File: src/design/hctb_pkg.sv
`timescale 1ns / 1ps
// ----------------------------------------------------------------------------
// hctb_pkg: shared types and constants of the Huffman code table builder
// Sizes of the node store, controller states and the controller/datapath
// command and status bundles.
// ----------------------------------------------------------------------------
package hctb_pkg;

  localparam int MAX_SYMBOLS  = 16;
  localparam int WEIGHT_BITS  = 24;
  localparam int NODE_COUNT   = 2 * MAX_SYMBOLS - 1;
  localparam int NODE_W       = $clog2(NODE_COUNT);
  localparam int LEAF_W       = $clog2(MAX_SYMBOLS);
  localparam int CNT_W        = $clog2(MAX_SYMBOLS + 1);
  localparam int SUM_W        = WEIGHT_BITS + $clog2(MAX_SYMBOLS);
  localparam int SYM_W        = 8;
  localparam int CODE_W       = 15;
  localparam int LEN_W        = 4;
  localparam int CODE_MAX_LEN = 15;

  typedef enum logic [2:0] {
    ST_LOAD,
    ST_SCAN,
    ST_MERGE,
    ST_WALK,
    ST_EMIT
  } hctb_state_e;

  typedef struct packed {
    logic load;
    logic scan;
    logic merge;
    logic first_leaf;
    logic walk;
    logic next_leaf;
    logic finish;
  } hctb_cmd_t;

  typedef struct packed {
    logic build_done;
    logic scan_last;
    logic at_root;
    logic last_leaf;
  } hctb_status_t;

endpackage

File: src/design/hctb_dpath.sv
`timescale 1ns / 1ps
// ----------------------------------------------------------------------------
// hctb_dpath: node store and arithmetic of the code table builder
// Holds leaves and merged nodes, runs the two-minimum scan, the merge and
// the leaf-to-root walk that assembles each code.
// ----------------------------------------------------------------------------
module hctb_dpath import hctb_pkg::*; (
  input  logic                   clk_i,
  input  logic                   rst_ni,
  input  hctb_cmd_t              cmd_i,
  output hctb_status_t           status_o,
  input  logic [SYM_W-1:0]       symbol_i,
  input  logic [WEIGHT_BITS-1:0] weight_i,
  input  logic                   last_symbol_i,
  output logic [SYM_W-1:0]       out_symbol_o,
  output logic [CODE_W-1:0]      code_bits_o,
  output logic [LEN_W-1:0]       code_length_o,
  output logic                   last_code_o
);

  logic [SUM_W-1:0]  weight_mem [NODE_COUNT];
  logic [NODE_W-1:0] parent_q   [NODE_COUNT];
  logic [NODE_W-1:0] left_mem   [MAX_SYMBOLS-1];
  logic [SYM_W-1:0]  sym_mem    [MAX_SYMBOLS];

  logic [CNT_W-1:0]  leaf_cnt_q;
  logic [NODE_W-1:0] k_q, idx_q, a_q, b_q, child_q, par_q;
  logic [SUM_W-1:0]  wa_q, wb_q;
  logic              ha_q, hb_q;
  logic [LEAF_W-1:0] leaf_q;
  logic [CODE_W-1:0] code_q;
  logic [LEN_W-1:0]  len_q;

  logic              room;
  logic [CNT_W-1:0]  n_next;
  logic [LEAF_W-1:0] leaf_d;
  logic [NODE_W-1:0] rd_addr, rd_parent, rel;
  logic [SUM_W-1:0]  rd_weight;
  logic              bit_v;

  function automatic logic [LEAF_W-1:0] rel_k();
    logic [NODE_W-1:0] d;
    d = k_q - NODE_W'(leaf_cnt_q);
    return d[LEAF_W-1:0];
  endfunction

  assign room   = leaf_cnt_q < CNT_W'(MAX_SYMBOLS);
  assign n_next = leaf_cnt_q + CNT_W'(room);
  assign leaf_d = cmd_i.first_leaf ? '0 : leaf_q + LEAF_W'(1);

  always_comb begin
    if (cmd_i.scan) rd_addr = idx_q;
    else if (cmd_i.walk) rd_addr = par_q;
    else rd_addr = NODE_W'(leaf_d);
  end
  assign rd_parent = parent_q[rd_addr];
  assign rd_weight = weight_mem[idx_q];
  assign rel       = par_q - NODE_W'(leaf_cnt_q);
  assign bit_v     = left_mem[rel[LEAF_W-1:0]] != child_q;

  assign status_o.build_done = !(((NODE_W+2)'(k_q) + (NODE_W+2)'(1)) <
                                 ((NODE_W+2)'(leaf_cnt_q) << 1));
  assign status_o.scan_last  = idx_q == (k_q - NODE_W'(1));
  assign status_o.at_root    = par_q == '0;
  assign status_o.last_leaf  = (CNT_W'(leaf_q) + CNT_W'(1)) == leaf_cnt_q;

  always_ff @(posedge clk_i) begin
    if (cmd_i.load && room) begin
      weight_mem[leaf_cnt_q[LEAF_W-1:0]] <= SUM_W'(weight_i);
      sym_mem[leaf_cnt_q[LEAF_W-1:0]]    <= symbol_i;
    end else if (cmd_i.merge) begin
      weight_mem[k_q] <= wa_q + wb_q;
    end
    if (cmd_i.merge) begin
      left_mem[rel_k()] <= a_q;
    end
  end

  always_ff @(posedge clk_i or negedge rst_ni) begin
    if (!rst_ni) begin
      for (int i = 0; i < NODE_COUNT; i++) parent_q[i] <= '0;
      leaf_cnt_q <= '0;
    end else begin
      if (cmd_i.load && room) begin
        parent_q[leaf_cnt_q[LEAF_W-1:0]] <= '0;
        leaf_cnt_q <= n_next;
      end
      if (cmd_i.merge) begin
        parent_q[a_q] <= k_q;
        parent_q[b_q] <= k_q;
      end
      if (cmd_i.finish) begin
        for (int i = 0; i < NODE_COUNT; i++) parent_q[i] <= '0;
        leaf_cnt_q <= '0;
      end
    end
  end

  always_ff @(posedge clk_i) begin
    if (cmd_i.load && last_symbol_i) begin
      k_q   <= NODE_W'(n_next);
      idx_q <= '0;
      ha_q  <= 1'b0;
      hb_q  <= 1'b0;
    end
    if (cmd_i.scan) begin
      idx_q <= idx_q + NODE_W'(1);
      if (rd_parent == '0) begin
        if (!ha_q || rd_weight < wa_q) begin
          b_q  <= a_q;
          wb_q <= wa_q;
          hb_q <= ha_q;
          a_q  <= idx_q;
          wa_q <= rd_weight;
          ha_q <= 1'b1;
        end else if (!hb_q || rd_weight < wb_q) begin
          b_q  <= idx_q;
          wb_q <= rd_weight;
          hb_q <= 1'b1;
        end
      end
    end
    if (cmd_i.merge) begin
      k_q   <= k_q + NODE_W'(1);
      idx_q <= '0;
      ha_q  <= 1'b0;
      hb_q  <= 1'b0;
    end
    if (cmd_i.first_leaf || cmd_i.next_leaf) begin
      leaf_q  <= leaf_d;
      child_q <= NODE_W'(leaf_d);
      par_q   <= rd_parent;
      code_q  <= '0;
      len_q   <= '0;
    end
    if (cmd_i.walk) begin
      if (len_q < LEN_W'(CODE_MAX_LEN)) begin
        code_q <= code_q | (CODE_W'(bit_v) << len_q);
        len_q  <= len_q + LEN_W'(1);
      end
      child_q <= par_q;
      par_q   <= rd_parent;
    end
  end

  assign out_symbol_o  = sym_mem[leaf_q];
  assign code_bits_o   = code_q;
  assign code_length_o = len_q;
  assign last_code_o   = status_o.last_leaf;

endmodule

File: config.mk
export PLATFORM = sky130hd
export DESIGN_NAME = hctb_dpath
export DESIGN_NICKNAME = d
export VERILOG_FILES = /design/src/design/hctb_pkg.sv /design/src/design/hctb_dpath.sv
export SDC_FILE = /design/constraint.sdc
export NUM_CORES = 2
export LEC_CHECK = 0
export BUFFER_PORTS_ARGS = -buffer_cell sky130_fd_sc_hd__buf_4
export CORE_MARGIN = 2
export CORE_UTILIZATION = 55
export CTS_CLUSTER_SIZE = 8
export DETAILED_ROUTE_END_ITERATION = 12
export PLACE_DENSITY = 0.78
export SLEW_MARGIN = 20
export SYNTH_ARGS = -nofsm -noshare
export SYNTH_HDL_FRONTEND = slang
export SYNTH_SLANG_ARGS = --single-unit
File: constraint.sdc
create_clock -name clk_i -period 7.75 [get_ports clk_i]
set_input_delay 0 -clock clk_i [delete_from_list [all_inputs] [get_ports clk_i]]
set_output_delay 0 -clock clk_i [all_outputs]
set_load 0.05 [all_outputs]
==> flow_metrics.py <==
metrics = {
    "floorplan": {
        "row_count": 118,
        "dieArea_um2": 108000,
        "core_um2": 104000,
        "start_util_pct": 55.6,
        "die_h_um": 328,
        "ios": 74,
        "fp.dieW_um": 328,
    },
    "routing": {
        "wl_per_cell_um": 30.0,
        "drt-pass1-iter-count": 8,
        "vias": 34719,
        "drt_iter0_markers": 4728,
        "routed_wl_mm": 156,
        "drcViolationCount": 0,
        "via_per_inst": 6.70,
        "drtAntennaViolNets": 0,
    },
    "logic_synthesis": {
        "syn_nets": 3657,
        "yosysUniqueCellTypes": 81,
        "synthFlopType": "edfxtp_1",
        "synth_cells": 3514,
        "ys_seq_area_share_pct": 68.3,
        "netlist_top_cells_area": "edfxtp_1 (60%), mux4_2 (12%), dfrtp_1 (6.9%)",
        "post-synth-top-area-cell": "edfxtp_1",
        "synth_most_common_cell": "edfxtp_1",
        "syn_area_um2": 57700,
        "async_flop_share_pct": 11.8,
        "synthTopCellsByCount": "edfxtp_1 (1156), mux4_2 (320), nor2_1 (286)",
        "synth_edf_count": 1156,
        "avgSynthCellArea_um2": 16.4,
        "synth_top_area_share_pct": 60.1,
        "yosysWarnings": 0,
        "ys_ff_latch": 1351,
    },
    "sta": {
        "setup_viol": 0,
        "rsz0062_at_grt": "no",
        "slew_headroom_pct": 23.5,
        "fin_crit_sh_pct": 76.1,
        "finalSetupTns_ns": 0,
        "post-route-min-period_ns": 5.90,
        "fmax_mhz": 170,
        "slew_viol_final": 0,
        "hold_viol": 0,
        "fin_skew_ns": 0.0661,
        "tightest_slew_ns": 1.14,
    },
    "critical_path": {
        "rrSetupSlack_ns": 1.85,
        "start_kind": "flip-flop",
        "reg2reg_depth": 13,
        "cp_data_arrival_time_ns": 6.63,
        "required_ns": 8.48,
        "crit_fanout": 68,
        "critical_path_class": "flip-flop to flip-flop",
        "cp-end-kind": "flip-flop",
        "timing.rr.end": "ha_q$_SDFF_PP0_",
    },
    "grt": {
        "grt_usage_pct": 29.2,
        "grt_pass1_wl_mm": 228,
        "overflow": 0,
        "grt_max_degree": 104,
        "grt_pass1_vias": 34714,
        "grt_antenna_before_repair": 2,
    },
    "placement": {
        "port_buffers": 73,
        "hpwlAfterDp_mm": 83.6,
        "postPlaceCellArea_um2": 60300,
        "gp_congestion": 0.918,
    },
    "clock_tree": {
        "clockBufferDepth": 3,
        "insertion_delay_ns": 0.80,
        "htreeDepth": 4,
        "clk_pin_slew_ns": 0.05,
        "tritoncts": "built",
        "cts-buffers-inserted": 187,
        "clock-root-buffer": "clkbuf_16",
        "cts.sinks": 1351,
    },
    "final_layout": {
        "stdcell_area_um2": 66100,
        "fin_nets": 3865,
        "nFillCells": 6886,
        "layout-drive-gt1-share_pct": 21.2,
        "area_growth_pct": 14.5,
        "antenna_cells": 0,
    },
    "power_and_ir_drop": {
        "p_leak_nw": 23.2,
        "power.density_nw_per_um2": 281,
        "ir_worst_vdd_mv": 0.275,
    },
    "worst_hold_path": {
        "whs_path_depth": 2,
        "whs_endpoint": "sym_mem[2][3]$_DFFE_PP_",
        "worst_hold_path_type": "primary input to flip-flop",
        "min_from": "symbol_i[3]",
    },
    "status": {
        "status": "finished clean",
    },
    "run": {
        "drv_cap": 0,
    },
}
## stage by stage
| stage | instances | setup WS [ns] | power (mW) | hold WS (ns) | util (%) |
|---|---|---|---|---|---|
| floorplan | 3514 | 1.60 | 10.3 | -0.296 | - |
| global placement | 4869 | 2.12 | 11.1 | 0.190 | 58.1 |
| detailed placement | 4869 | 2.06 | 11.1 | 0.196 | 58.1 |
| CTS | 5182 | 1.86 | 18.6 | 0.00776 | 63.6 |
| global route | 5183 | 1.46 | 19.1 | 0.0579 | 63.7 |
| finish | 5183 | 1.85 | 18.5 | 0.0548 | 63.7 |
## worst max-delay path: stages, from the launching register on
cell	delay [ns]
dfxtp_4	0.84
buf_12	0.49
mux4_2	0.58
mux4_2	0.51
mux2_2	0.35
ha_1	0.31
nand4_1	0.13
nor2_1	0.08
a221oi_1	0.29
o221ai_2	0.24
a41oi_4	0.91
a32oi_1	0.22
nor2_1	0.15
dlygate4sd3_1	0.57
## how the worst max path moves through the flow
stage	startpoint	end	slack (ns)	cells past startpoint
after floorplan	flip-flop	a_q[0]$_DFFE_PP_	1.60	17
after global placement	flip-flop	wa_q[7]$_DFFE_PP_	2.12	11
after detailed placement	flip-flop	wa_q[8]$_DFFE_PP_	2.06	11
after CTS	flip-flop	ha_q$_SDFF_PP0_	1.86	15
after global routing	flip-flop	ha_q$_SDFF_PP0_	1.46	15
final	flip-flop	ha_q$_SDFF_PP0_	1.85	13
## cells by family (layout without fill, tap and decap cells)
group / Yosys count / in the layout / synth area share, %
flops: 1351 / 1351 / 68.3
compound gates: 483 / 483 / 5.35
mux: 473 / 473 / 15.3
buf+inv: 281 / 570 / 1.94
simple gates: 770 / 770 / 6.12
xor+xnor: 55 / 55 / 0.834
fa+ha+maj: 101 / 101 / 2.23
## sequential cells by signal (all words and copies together), names as in the netlist, named ones only
signal / flops
a_q: 5
b_q: 5
child_q: 5
code_bits_o: 15
code_length_o: 4
ha_q: 1
hb_q: 1
idx_q: 5
k_q: 5
leaf_cnt_q: 5
leaf_q: 4
left_mem: 75
par_q: 5
parent_q: 155
sym_mem: 128
wa_q: 28
wb_q: 28
weight_mem: 868
## cell usage in the layout, fill, tap and decap left out, types with 8 or more instances in the layout
| cell type | instances |
|---|---|
| ha_1 | 98 |
| nand3b_1 | 9 |
| dfxtp_1 | 29 |
| and2_1 | 14 |
| nand2_1 | 233 |
| o211ai_1 | 11 |
| buf_4 | 156 |
| xor2_1 | 26 |
| o22ai_1 | 40 |
| mux4_2 | 320 |
| edfxtp_1 | 1156 |
| clkbuf_1 | 68 |
| a31oi_1 | 23 |
| dlygate4sd3_1 | 43 |
| inv_1 | 92 |
| clkbuf_16 | 190 |
| and3b_1 | 18 |
| o21ai_0 | 62 |
| nor2b_1 | 27 |
| nand3_1 | 77 |
| o21ai_1 | 16 |
| nor3_1 | 16 |
| nor2_1 | 254 |
| a21oi_1 | 170 |
| o211a_1 | 9 |
| a32o_1 | 13 |
| o21a_1 | 9 |
| and3_1 | 8 |
| dfrtp_1 | 160 |
| nand4_1 | 16 |
| xnor2_1 | 29 |
| a2111oi_0 | 11 |
| a21o_1 | 35 |
| mux2_2 | 45 |
| nand2b_1 | 16 |
| nor2_4 | 32 |
| mux2i_1 | 102 |
## routing by layer
layer / track usage (%) / wire, µm / vias to the layer above
met1: 39.7 / 57600 / 17681
met2: 45.6 / 74000 / 2366
met3: 6.63 / 16900 / 471
li1: - / - / 14197
met4: 12.9 / 7090 / 4
met5: 0 / 25 / -
## cell type report
type	instances	area, µm²	area share, %
clock buffers	258	5010	7.58
multi-input cells	1882	17600	26.6
clock inverters	12	245	0.371
well taps	1380	1730	2.61
inverters	93	349	0.528
flip-flops and latches	1351	39400	59.7
repair buffers	207	1760	2.66
## repair_timing
item                                    in CTS  in global routing
gates resized for setup                      0                  0
hold endpoints to repair                   929                 31
buffers inserted                             0                  0
endpoints found under the setup margin       0                  0
hold buffers                                43                  1
## where the power goes
part | total [mW] | internal, mW | switching [mW]
logic | 2.51 | 0.885 | 1.62
registers | 8.60 | 8.43 | 0.172
clock network | 7.44 | 4.44 | 3.00
(Power assumes the default switching activity.)
