File: src/design/hctb_pkg.sv
`timescale 1ns / 1ps
// ----------------------------------------------------------------------------
// hctb_pkg: shared types and constants of the Huffman code table builder
// Sizes of the node store, controller states and the controller/datapath
// command and status bundles.
// ----------------------------------------------------------------------------
package hctb_pkg;

  localparam int MAX_SYMBOLS  = 16;
  localparam int WEIGHT_BITS  = 24;
  localparam int NODE_COUNT   = 2 * MAX_SYMBOLS - 1;
  localparam int NODE_W       = $clog2(NODE_COUNT);
  localparam int LEAF_W       = $clog2(MAX_SYMBOLS);
  localparam int CNT_W        = $clog2(MAX_SYMBOLS + 1);
  localparam int SUM_W        = WEIGHT_BITS + $clog2(MAX_SYMBOLS);
  localparam int SYM_W        = 8;
  localparam int CODE_W       = 15;
  localparam int LEN_W        = 4;
  localparam int CODE_MAX_LEN = 15;

  typedef enum logic [2:0] {
    ST_LOAD,
    ST_SCAN,
    ST_MERGE,
    ST_WALK,
    ST_EMIT
  } hctb_state_e;

  typedef struct packed {
    logic load;
    logic scan;
    logic merge;
    logic first_leaf;
    logic walk;
    logic next_leaf;
    logic finish;
  } hctb_cmd_t;

  typedef struct packed {
    logic build_done;
    logic scan_last;
    logic at_root;
    logic last_leaf;
  } hctb_status_t;

endpackage

File: src/design/hctb_ctrl.sv
`timescale 1ns / 1ps
// ----------------------------------------------------------------------------
// hctb_ctrl: sequencer of the code table builder
// Steps through loading, minimum scans, merges, tree walks and emission.
// ----------------------------------------------------------------------------
module hctb_ctrl import hctb_pkg::*; (
  input  logic         clk_i,
  input  logic         rst_ni,
  input  logic         in_valid_i,
  input  logic         in_last_i,
  output logic         in_ready_o,
  output logic         out_valid_o,
  input  logic         out_ready_i,
  input  hctb_status_t status_i,
  output hctb_cmd_t    cmd_o
);

  hctb_state_e state_q, state_d;

  always_ff @(posedge clk_i or negedge rst_ni) begin
    if (!rst_ni) begin
      state_q <= ST_LOAD;
    end else begin
      state_q <= state_d;
    end
  end

  always_comb begin
    state_d = state_q;
    case (state_q)
      ST_LOAD: begin
        if (in_valid_i && in_last_i) state_d = ST_SCAN;
      end
      ST_SCAN: begin
        if (status_i.build_done) state_d = ST_WALK;
        else if (status_i.scan_last) state_d = ST_MERGE;
      end
      ST_MERGE: state_d = ST_SCAN;
      ST_WALK: begin
        if (status_i.at_root) state_d = ST_EMIT;
      end
      ST_EMIT: begin
        if (out_ready_i) begin
          state_d = status_i.last_leaf ? ST_LOAD : ST_WALK;
        end
      end
      default: state_d = ST_LOAD;
    endcase
  end

  always_comb begin
    cmd_o       = '0;
    in_ready_o  = 1'b0;
    out_valid_o = 1'b0;
    case (state_q)
      ST_LOAD: begin
        in_ready_o = 1'b1;
        cmd_o.load = in_valid_i;
      end
      ST_SCAN: begin
        cmd_o.first_leaf = status_i.build_done;
        cmd_o.scan       = !status_i.build_done;
      end
      ST_MERGE: cmd_o.merge = 1'b1;
      ST_WALK:  cmd_o.walk  = !status_i.at_root;
      ST_EMIT: begin
        out_valid_o     = 1'b1;
        cmd_o.next_leaf = out_ready_i && !status_i.last_leaf;
        cmd_o.finish    = out_ready_i && status_i.last_leaf;
      end
      default: ;
    endcase
  end

endmodule

File: config.mk
export PLATFORM = sky130hd
export DESIGN_NAME = hctb_ctrl
export DESIGN_NICKNAME = d
export VERILOG_FILES = /design/src/design/hctb_pkg.sv /design/src/design/hctb_ctrl.sv
export SDC_FILE = /design/constraint.sdc
export NUM_CORES = 1
export LEC_CHECK = 0
export ABC_AREA = 1
export BUFFER_PORTS_ARGS = -buffer_cell sky130_fd_sc_hd__buf_2
export CORE_AREA = 2 2 39 41
export DETAILED_ROUTE_END_ITERATION = 10
export DIE_AREA = 0 0 41 43
export GPL_TIMING_DRIVEN = 0
export HOLD_SLACK_MARGIN = 0.06
export SYNTH_ARGS = -nofsm -noshare
export SYNTH_HDL_FRONTEND = slang
export SYNTH_SLANG_ARGS = --single-unit
File: constraint.sdc
create_clock -name clk_i -period 3.2 [get_ports clk_i]
set_input_delay 0.16 -clock clk_i [delete_from_list [all_inputs] [get_ports clk_i]]
set_output_delay 0.16 -clock clk_i [all_outputs]
set_load 0.005 [all_outputs]
==> impl_metrics.env, run 1 <==
export IMPL_reg_top3="state_q x3"
export IMPL_drt_iter0_markers=7
export IMPL_largest_register_ffs=3
export IMPL_switchingPower_uw=159
export IMPL_worstMarginPinSlew_ns=0.219
export IMPL_die_w_um=41
export IMPL_grt_first_pass_wirelength_um=938
export IMPL_clock_path_buffers=2
export IMPL_slew_viol_final=0
export IMPL_crit_top_cell="nor2_1"
export IMPL_required_ns=3.04
export IMPL_endpoint_kind="primary output"
export IMPL_synth_nets=54
export IMPL_drt_wl_total_um=639
export IMPL_slew_headroom_pct=85.4
export IMPL_final_hold_viol_count=0
export IMPL_syn_inst=45
export IMPL_wl_per_cell_um=7.70
export IMPL_layout_drive_gt1_share_pct=41.8
export IMPL_place_congestion=0.767
export IMPL_power_frac_comb_pct=57.6
export IMPL_met2_length_um=253
export IMPL_internal_power_uw=183
export IMPL_yosysWarnings=0
export IMPL_numCtsBuffers=3
export IMPL_grt_overflow_total=0
export IMPL_power_uw=342
export IMPL_die_area_um2=1760
export IMPL_die_h_um=43
export IMPL_tns_ns=0
export IMPL_dp_hpwl_um=522
export IMPL_setup_violations_final=0
export IMPL_io_buffers=17
export IMPL_syn_to_final_growth_pct=52.1
export IMPL_clockPowerShare_pct=19.1
export IMPL_regMostFlops="state_q"
export IMPL_worst_path_buf_inv=2
export IMPL_hold_class="in2reg"
export IMPL_synth_cell_types=12
export IMPL_outcome="complete, no violations"
export IMPL_fin_worst_skew_ns=0.000782
export IMPL_worst_r2r_setup_slack_ns=2.10
export IMPL_diodes=0
export IMPL_synth_area_top_cells="dfrtp_1, nand2_1, inv_1, nor2_1, nand3_1"
export IMPL_fin_area_um2=413
export IMPL_yosys_register_bits=3
export IMPL_slowest_delay_ns=0.44
export IMPL_cp_max_fo=6
export IMPL_grt_usage_pct=8.04
export IMPL_cts_htree_levels=1
export IMPL_ir_drop_v=0.000255
export IMPL_clock_tree_root_cell="clkbuf_4"
export IMPL_swShare_pct=46.5
export IMPL_yosysTopAreaCellShare_pct=27.6
export IMPL_min_period_over_period_pct=42.1
export IMPL_finalCriticalPeriod_ns=1.35
export IMPL_fill_cells=160
export IMPL_dpl_cell_area_um2=377
export IMPL_core_area_um2=1380
export IMPL_max_freq_ghz=0.742
export IMPL_grt_pass1_vias=270
export IMPL_final_cells=83
export IMPL_grt_max_degree=7
export IMPL_p_seq_share_pct=23.3
export IMPL_start_kind="flip-flop"
export IMPL_wl_met1_um=335
export IMPL_cp_top_family="flip-flops"
export IMPL_multi_input_area_um2=163
export IMPL_ys_seq_area_share_pct=27.6
export IMPL_seqCellArea_um2=75.1
export IMPL_route_detailed_drc=0
export IMPL_tritoncts="yes"
export IMPL_rsz0062_at_grt="no"
export IMPL_post_cts_resized=0
export IMPL_place_inst=78
export IMPL_post_drt_via_cell_ratio=3.82
export IMPL_wl_met3_um=50
export IMPL_final_nets=77
export IMPL_antenna_found_initial=0
export IMPL_reg2reg_from="state_q[0]$_DFFE_PN0P_"
export IMPL_io_pins=18
export IMPL_leakage_nw=0.282
export IMPL_initial_utilization_pct=19.6
export IMPL_num_vias=317
export IMPL_routed_top_layer="met3"
export IMPL_clock_latency_ns=0.23
export IMPL_critical_path_arrival_ns=1.19
export IMPL_cts_sinks=3
export IMPL_path_clk_slew_ns=0.04
export IMPL_path_cells="nor2_1, inv_1, nor2_1, buf_2"
export IMPL_crit_type="reg2out"
export IMPL_yosysTopAreaCell="dfrtp_1"
export IMPL_final_antenna_net_count=0
export IMPL_cap_violations=0
export IMPL_crit_start="state_q[2]$_DFFE_PN0P_"
export IMPL_core_rowCount=14
export IMPL_hold_start="status_i[1]"
export IMPL_dr_pass1_iters=3
export IMPL_syn_area_per_cell_um2=6.03
export IMPL_crit_slowest_cell="dfrtp_1"
export IMPL_powerDensity_nw_per_um2=827
export IMPL_syn_area_um2=272
layout by cell type, fill, tap and decap left out, drive strengths merged:
cell type and n:
nor2 10, o21ai 1, dfrtp 3, dlygate4sd3 1
inv 9, and3 1, clkbuf 4, buf 17
nand2 14, nor3 1, nand3 6
worst paths after layout:
kind                       cells after the start                      to
setup / recovery                               4              in_ready_o
min in group asynchronous                      2  state_q[1]$_DFFE_PN0P_
hold reg to reg                                2  state_q[0]$_DFFE_PN0P_
setup reg to reg                               6  state_q[1]$_DFFE_PN0P_
hold / removal                                 4  state_q[1]$_DFFE_PN0P_
max in group asynchronous                      2  state_q[2]$_DFFE_PN0P_
metal layers:
layer	vias up	GRT usage [%]
li1	181	-
met1	123	10.3
met2	13	9.69
met3	0	3.14
met4	0	7.33
met5	-	0
worst reg2reg max path: stages, from the launching register on:
cell and delay, ns:
dfrtp_1 0.42, nor2_1 0.17, nand3_1 0.13, nand2_2 0.12
nor2_4 0.05, nand2_1 0.05, nand2_1 0.05
cells in the mapped netlist:
cell     count
nand3_2      1
nor2_2       2
nor2_4       1
inv_1        9
and3_2       1
nand2_1     11
nand2_2      3
nand3_1      5
nor3_1       1
nor2_1       7
o21ai_0      1
dfrtp_1      3
area by class of cell:
type                    instances  share of cell area, %
clock buffers                   4                   6.36
well taps                      16                   4.85
flip-flops and latches          3                   18.2
inverters                       9                   8.18
multi-input cells              33                   39.4
repair buffers                 18                   23.0
per-stage QoR:
| stage | setup WS (ns) | utilization [%] | hold slack, ns |
|---|---|---|---|
| 2_1_floorplan | 2.19 | - | -0.136 |
| 3_3_place_gp | 2.10 | 27.2 | -0.0427 |
| 3_5_place_dp | 2.09 | 27.2 | -0.0439 |
| 4_1_cts | 1.84 | 29.8 | 0.208 |
| 5_1_grt | 1.71 | 29.8 | 0.235 |
| 6_report | 1.85 | 29.8 | 0.214 |
kinds of logic (layout without fill, tap and decap cells):
kind of cell | count (synthesis) | count (layout) | synth area share, %
compound gates | 1 | 1 | 1.84
flops | 3 | 3 | 27.6
simple gates | 32 | 32 | 58.1
buf+inv | 9 | 31 | 12.4
power groups by stage:
stage | logic [mW] | clock network (mW) | registers (mW)
finish | 0.197 | 0.0653 | 0.0795
global route | 0.226 | 0.0718 | 0.0821
CTS | 0.198 | 0.0689 | 0.0793
detailed placement | 0.197 | 0 | 0.0797
global placement | 0.193 | 0 | 0.0806
floorplan | 0.142 | 0 | 0.0731
what timing repair did:
action,CTS,global route
hold buffers,1,0
endpoints found under the hold margin,3,0
setup buffers,0,0
Power figures use the tool's default switching activity.
==> run 2, diff against run 1 <==
==> constraint.sdc (replaced) <==
create_clock -name clk_i -period 1.3 [get_ports clk_i]
set_input_delay 0.065 -clock clk_i [delete_from_list [all_inputs] [get_ports clk_i]]
set_output_delay 0.065 -clock clk_i [all_outputs]
set_load 0.005 [all_outputs]
==> run 2 against run 1 <==
- count of clock-buffer cells in the layout is the same
- setup slack worse by 1.8 ns
- hold slack got worse by 0.095 ns
- largest cell class unchanged
- design area is 1.2% higher
- clock skew unchanged
==> impl_metrics.env, run 2 (synthesis results as in run 1) <==
export IMPL_final_hold_viol_count=0
export IMPL_dp_hpwl_um=522
export IMPL_crit_type="reg2out"
export IMPL_syn_to_final_growth_pct=53.9
export IMPL_path_clk_slew_ns=0.04
export IMPL_final_cell_mix="buf_2, nand2_1, inv_1"
export IMPL_clock_latency_ns=0.23
export IMPL_drt_iter0_markers=5
export IMPL_regMostFlops="state_q"
export IMPL_reg2reg_depth=6
export IMPL_fin_worst_skew_ns=0.000782
export IMPL_num_vias=316
export IMPL_crit_end="cmd_o[0]"
export IMPL_core_area_um2=1380
export IMPL_route_detailed_drc=0
export IMPL_crit_slowest_cell="dfrtp_1"
export IMPL_clock_path_buffers=2
export IMPL_die_w_um=41
export IMPL_critical_path_arrival_ns=1.16
export IMPL_layout_drive_gt1_share_pct=44.8
export IMPL_grt_first_pass_wirelength_um=938
export IMPL_power_frac_comb_pct=57.3
export IMPL_max_freq_ghz=0.819
export IMPL_rsz0062_at_grt="yes"
export IMPL_grt_max_degree=7
export IMPL_required_ns=1.24
export IMPL_start_kind="flip-flop"
export IMPL_die_h_um=43
export IMPL_switchingPower_uw=400
export IMPL_io_pins=18
export IMPL_clock_tree_root_cell="clkbuf_4"
export IMPL_place_congestion=0.767
export IMPL_rr_endpoint="state_q[0]$_DFFE_PN0P_"
export IMPL_leakage_nw=0.282
export IMPL_wl_per_cell_um=7.67
export IMPL_slowest_delay_ns=0.43
export IMPL_initial_utilization_pct=19.6
export IMPL_grt_pass1_vias=270
export IMPL_crit_start="state_q[0]$_DFFE_PN0P_"
export IMPL_fill_cells=159
export IMPL_powerDensity_nw_per_um2=2050
export IMPL_setup_violations_final=0
export IMPL_final_core_util_pct=30.2
export IMPL_drt_wl_total_um=637
export IMPL_fin_area_um2=418
export IMPL_diodes=0
export IMPL_dpl_cell_area_um2=377
export IMPL_core_rowCount=14
export IMPL_slew_viol_final=0
export IMPL_path_cells="nor2_2, nand2_1, nor3_1, buf_2"
export IMPL_cp_max_fo=5
export IMPL_endpoint_kind="primary output"
export IMPL_slew_headroom_pct=84.1
export IMPL_die_area_um2=1760
export IMPL_final_nets=77
export IMPL_grt_overflow_total=0
export IMPL_dr_pass1_iters=3
export IMPL_worstHoldPathCells=4
export IMPL_largest_register_ffs=3
export IMPL_cap_violations=0
export IMPL_reg_top3="state_q x3"
export IMPL_numCtsBuffers=3
export IMPL_outcome="complete, no violations"
export IMPL_layout_commonest_cell="buf_2"
export IMPL_worst_r2r_setup_slack_ns=0.21
export IMPL_hold_class="in2reg"
export IMPL_cts_htree_levels=1
export IMPL_io_buffers=17
export IMPL_p_seq_share_pct=23.9
export IMPL_final_antenna_net_count=0
export IMPL_swShare_pct=46.6
export IMPL_clockPowerShare_pct=18.8
export IMPL_cts_sinks=3
export IMPL_post_drt_via_cell_ratio=3.81
export IMPL_antenna_found_initial=0
export IMPL_finalCriticalPeriod_ns=1.22
export IMPL_min_period_over_period_pct=94.0
export IMPL_internal_power_uw=457
export IMPL_worstMarginPinSlew_ns=0.238
export IMPL_tritoncts="yes"
export IMPL_ir_drop_v=0.000652
export IMPL_reg2reg_from="state_q[0]$_DFFE_PN0P_"
export IMPL_grt_usage_pct=8.04
-- run 2: changes by cell type in the layout (fill, tap and decap cells not counted) --
cell / previous run / this run
nor2_1: 7 / 5
nor2_2: 2 / 4
-- run 2: worst max-delay path, delay by kind of cell, from the launching register on --
family                 cells  cell delay, ns
flip-flops                 1            0.43
buffers and inverters      1            0.14
AND/OR/NAND/NOR            3            0.36
-- run 2: timing repair --
item                                   CTS  global route
setup endpoints to repair                0             5
hold buffers                             1             0
endpoints found under the hold margin    3             0
resized for setup                        0             2
buffers inserted                         0             0
-- run 2: layout make-up --
| type | count | area, um^2 | share of cell area [%] |
|---|---|---|---|
| clock buffer | 4 | 26.3 | 6.29 |
| inverter | 9 | 33.8 | 8.08 |
| multi-input combinational | 33 | 168 | 40.1 |
| sequential | 3 | 75.1 | 18.0 |
| tap | 16 | 20.0 | 4.79 |
| timing repair buffer | 18 | 95.1 | 22.8 |
-- run 2: how the worst min path moves through the flow --
stage | from | to | slack, ns
6_report | status_i[1] | state_q[1]$_DFFE_PN0P_ | 0.12
2_1_floorplan | rst_ni | state_q[0]$_DFFE_PN0P_ | -0.23
4_1_cts | status_i[1] | state_q[1]$_DFFE_PN0P_ | 0.11
3_5_place_dp | rst_ni | state_q[2]$_DFFE_PN0P_ | -0.14
3_3_place_gp | rst_ni | state_q[1]$_DFFE_PN0P_ | -0.14
5_1_grt | status_i[1] | state_q[1]$_DFFE_PN0P_ | 0.14
-- run 2: per-layer routing --
metal	vias to the layer above	routed length [um]	GRT usage [%]
li1	181	-	-
met2	13	254	9.69
met4	0	0	7.33
met1	122	332	10.3
met5	-	0	0
met3	0	50	3.14
-- run 2: per-stage QoR --
stage	worst slack [ns]	hold WS [ns]	power [mW]	TNS (ns)	std cells
final	0.0786	0.120	0.857	0	83
after global routing	-0.00542	0.140	0.951	-0.00542	83
after CTS	0.0319	0.113	0.853	0	83
after floorplan	0.292	-0.231	0.528	0	45
after global placement	0.203	-0.138	0.674	0	78
after detailed placement	0.205	-0.139	0.680	0	78
-- run 2: power by group through the flow --
stage | Sequential, mW | Combinational, mW | Clock [mW]
final | 0.205 | 0.491 | 0.161
after floorplan | 0.180 | 0.348 | 0
after global routing | 0.211 | 0.563 | 0.177
after detailed placement | 0.196 | 0.484 | 0
after global placement | 0.199 | 0.475 | 0
after CTS | 0.195 | 0.488 | 0.170
==> run 3, diff against run 2 <==
--- a/config.mk
+++ b/config.mk
@@ -5,13 +5,13 @@
 export SDC_FILE = /design/constraint.sdc
 export NUM_CORES = 1
 export LEC_CHECK = 0
-export ABC_AREA = 1
 export BUFFER_PORTS_ARGS = -buffer_cell sky130_fd_sc_hd__buf_2
 export CORE_AREA = 2 2 39 41
 export DETAILED_ROUTE_END_ITERATION = 10
 export DIE_AREA = 0 0 41 43
 export GPL_TIMING_DRIVEN = 0
 export HOLD_SLACK_MARGIN = 0.06
+export SKIP_CTS_REPAIR_TIMING = 1
 export SYNTH_ARGS = -nofsm -noshare
 export SYNTH_HDL_FRONTEND = slang
 export SYNTH_SLANG_ARGS = --single-unit
==> run 3 against run 2 <==
- the run now ends with setup timing left
- die area did not move
- critical path type is now reg2reg
- synthesized area fell by 3.7%
- synthesized cell count fell by 29%
- largest power group unchanged
==> impl_metrics.env, run 3 <==
export IMPL_outcome="finished, violations left"
export IMPL_violations="setup timing"
export IMPL_synth_nets=41
export IMPL_clock_tree_root_cell="clkbuf_4"
export IMPL_power_uw=969
export IMPL_worstMarginPinSlew_ns=0.288
export IMPL_core_rowCount=14
export IMPL_place_congestion=0.751
export IMPL_swShare_pct=38.1
export IMPL_grt_overflow_total=0
export IMPL_drt_wl_total_um=783
export IMPL_wl_per_cell_um=10.6
export IMPL_dr_pass1_iters=1
export IMPL_final_nets=68
export IMPL_synth_edf_count=0
export IMPL_antenna_found_initial=0
export IMPL_num_vias=326
export IMPL_initial_utilization_pct=18.9
export IMPL_start_kind="flip-flop"
export IMPL_p_seq_share_pct=23.0
export IMPL_syn_area_per_cell_um2=8.17
export IMPL_synth_top_flop_cell="dfrtp_1"
export IMPL_yosysTopAreaCell="dfrtp_1"
export IMPL_switchingPower_uw=370
export IMPL_clock_path_buffers=2
export IMPL_hold_class="in2reg"
export IMPL_clock_latency_ns=0.23
export IMPL_finalCriticalPeriod_ns=1.59
export IMPL_syn_area_um2=262
export IMPL_yosys_register_bits=3
export IMPL_drt_iter0_markers=0
export IMPL_yosysTopAreaCellShare_pct=28.7
export IMPL_fin_ws_ns=-0.287
export IMPL_ys_seq_area_share_pct=28.7
export IMPL_slew_viol_final=0
export IMPL_grt_first_pass_wirelength_mm=1.12
export IMPL_cts_htree_levels=1
export IMPL_reg_top3="state_q x3"
export IMPL_syn_to_final_growth_pct=81.8
export IMPL_syn_inst=32
export IMPL_required_ns=1.41
export IMPL_leakage_nw=0.236
export IMPL_die_h_um=43
export IMPL_grt_pass1_vias=276
export IMPL_die_w_um=41
export IMPL_regMostFlops="state_q"
export IMPL_cap_violations=0
export IMPL_power_frac_comb_pct=60.1
export IMPL_route_detailed_drc=0
export IMPL_largest_register_ffs=3
export IMPL_endpoint_kind="flip-flop"
export IMPL_synth_cell_types=22
export IMPL_rsz0062_at_grt="yes"
export IMPL_final_cell_mix="buf_2, buf_4, clkbuf_4"
export IMPL_final_antenna_net_count=0
export IMPL_powerDensity_nw_per_um2=2040
export IMPL_min_period_over_period_pct=122
export IMPL_clockPowerShare_pct=16.9
export IMPL_layout_commonest_cell="buf_2"
export IMPL_tritoncts="yes"
export IMPL_yosys_top_cells_count="dfrtp_1, nor3_1"
export IMPL_core_area_um2=1380
export IMPL_crit_type="reg2reg"
export IMPL_synth_area_top_cells="dfrtp_1, and3b_1, nor3_1, mux2_4, nor3b_1"
export IMPL_critical_path_arrival_ns=1.70
export IMPL_layout_drive_gt1_share_pct=58.6
export IMPL_fin_worst_skew_ns=0.000783
export IMPL_final_core_util_pct=34.4
export IMPL_path_clk_slew_ns=0.04
export IMPL_die_area_um2=1760
export IMPL_slew_headroom_pct=80.8
export IMPL_grt_max_degree=11
export IMPL_yosysWarnings=0
export IMPL_post_drt_via_cell_ratio=4.41
export IMPL_cts_sinks=3
export IMPL_numCtsBuffers=3
export IMPL_diodes=0
export IMPL_io_buffers=17
export IMPL_ir_drop_v=0.000629
export IMPL_setup_violations_final=9
export IMPL_cp_max_fo=6
export IMPL_grt_usage_pct=9.24
export IMPL_io_pins=18
export IMPL_max_freq_ghz=0.630
export IMPL_final_hold_viol_count=0
export IMPL_internal_power_uw=599
export IMPL_async_reset_ff_share_pct=100
export IMPL_tns_ns=-0.852
## run 3: final timing paths
path / start / to / slack [ns] / cells after the start
worst max-delay path: state_q[2]$_DFFE_PN0P_ / state_q[0]$_DFFE_PN0P_ / -0.29 / 4
worst min-delay path: out_ready_i / state_q[2]$_DFFE_PN0P_ / 0.08 / 2
worst max register to register: state_q[2]$_DFFE_PN0P_ / state_q[0]$_DFFE_PN0P_ / -0.29 / 4
worst min register to register: state_q[0]$_DFFE_PN0P_ / state_q[2]$_DFFE_PN0P_ / 0.68 / 4
max in group asynchronous: rst_ni / state_q[2]$_DFFE_PN0P_ / 1.03 / 2
min in group asynchronous: rst_ni / state_q[1]$_DFFE_PN0P_ / 0.15 / 2
## run 3: power by group through the flow
stage / registers (mW) / logic [mW] / clock network (mW)
after detailed placement: 0.161 / 0.480 / 0
final: 0.223 / 0.583 / 0.164
after CTS: 0.160 / 0.482 / 0.171
after global placement: 0.160 / 0.472 / 0
after floorplan: 0.155 / 0.347 / 0
after global routing: 0.229 / 0.644 / 0.180
## run 3: cell families after synthesis
family	synth area share, %
muxes	5.74
buffers and inverters	7.18
and+or+nand+nor	40.2
AOI/OAI and AO/OA	18.2
DFF	28.7
## run 3: critical path, stage by stage (launching register included)
cell and delay, ns:
dfrtp_2 0.44, or4b_4 0.51, a21oi_4 0.17, a211oi_2 0.05
mux2_4 0.30
## run 3: final cells by class
class	instances	area, um^2
timing repair buffer	23	133
tap	16	20.0
clock buffer	4	26.3
sequential	3	77.6
buffer	1	11.3
fill	155	908
multi-input combinational	25	200
inverter	2	7.51
## run 3: per-layer routing
metal / share of wire (%) / global-route usage [%] / vias up
met5: 0 / 0 / -
met4: 0 / 8.00 / 0
met3: 8.4 / 0.524 / 0
met2: 48 / 12.2 / 13
met1: 43 / 12.9 / 146
li1: - / - / 167
## run 3: per-stage QoR
| stage | worst slack, ns | area (um^2) | hold WS, ns | std cells |
|---|---|---|---|---|
| finish | -0.287 | 475 | 0.0803 | 74 |
| global placement | -0.283 | 372 | -0.139 | 65 |
| global route | -0.324 | 475 | 0.111 | 74 |
| detailed placement | -0.294 | 372 | -0.139 | 65 |
| floorplan | -0.223 | 267 | -0.231 | 32 |
| CTS | -0.301 | 398 | -0.389 | 69 |
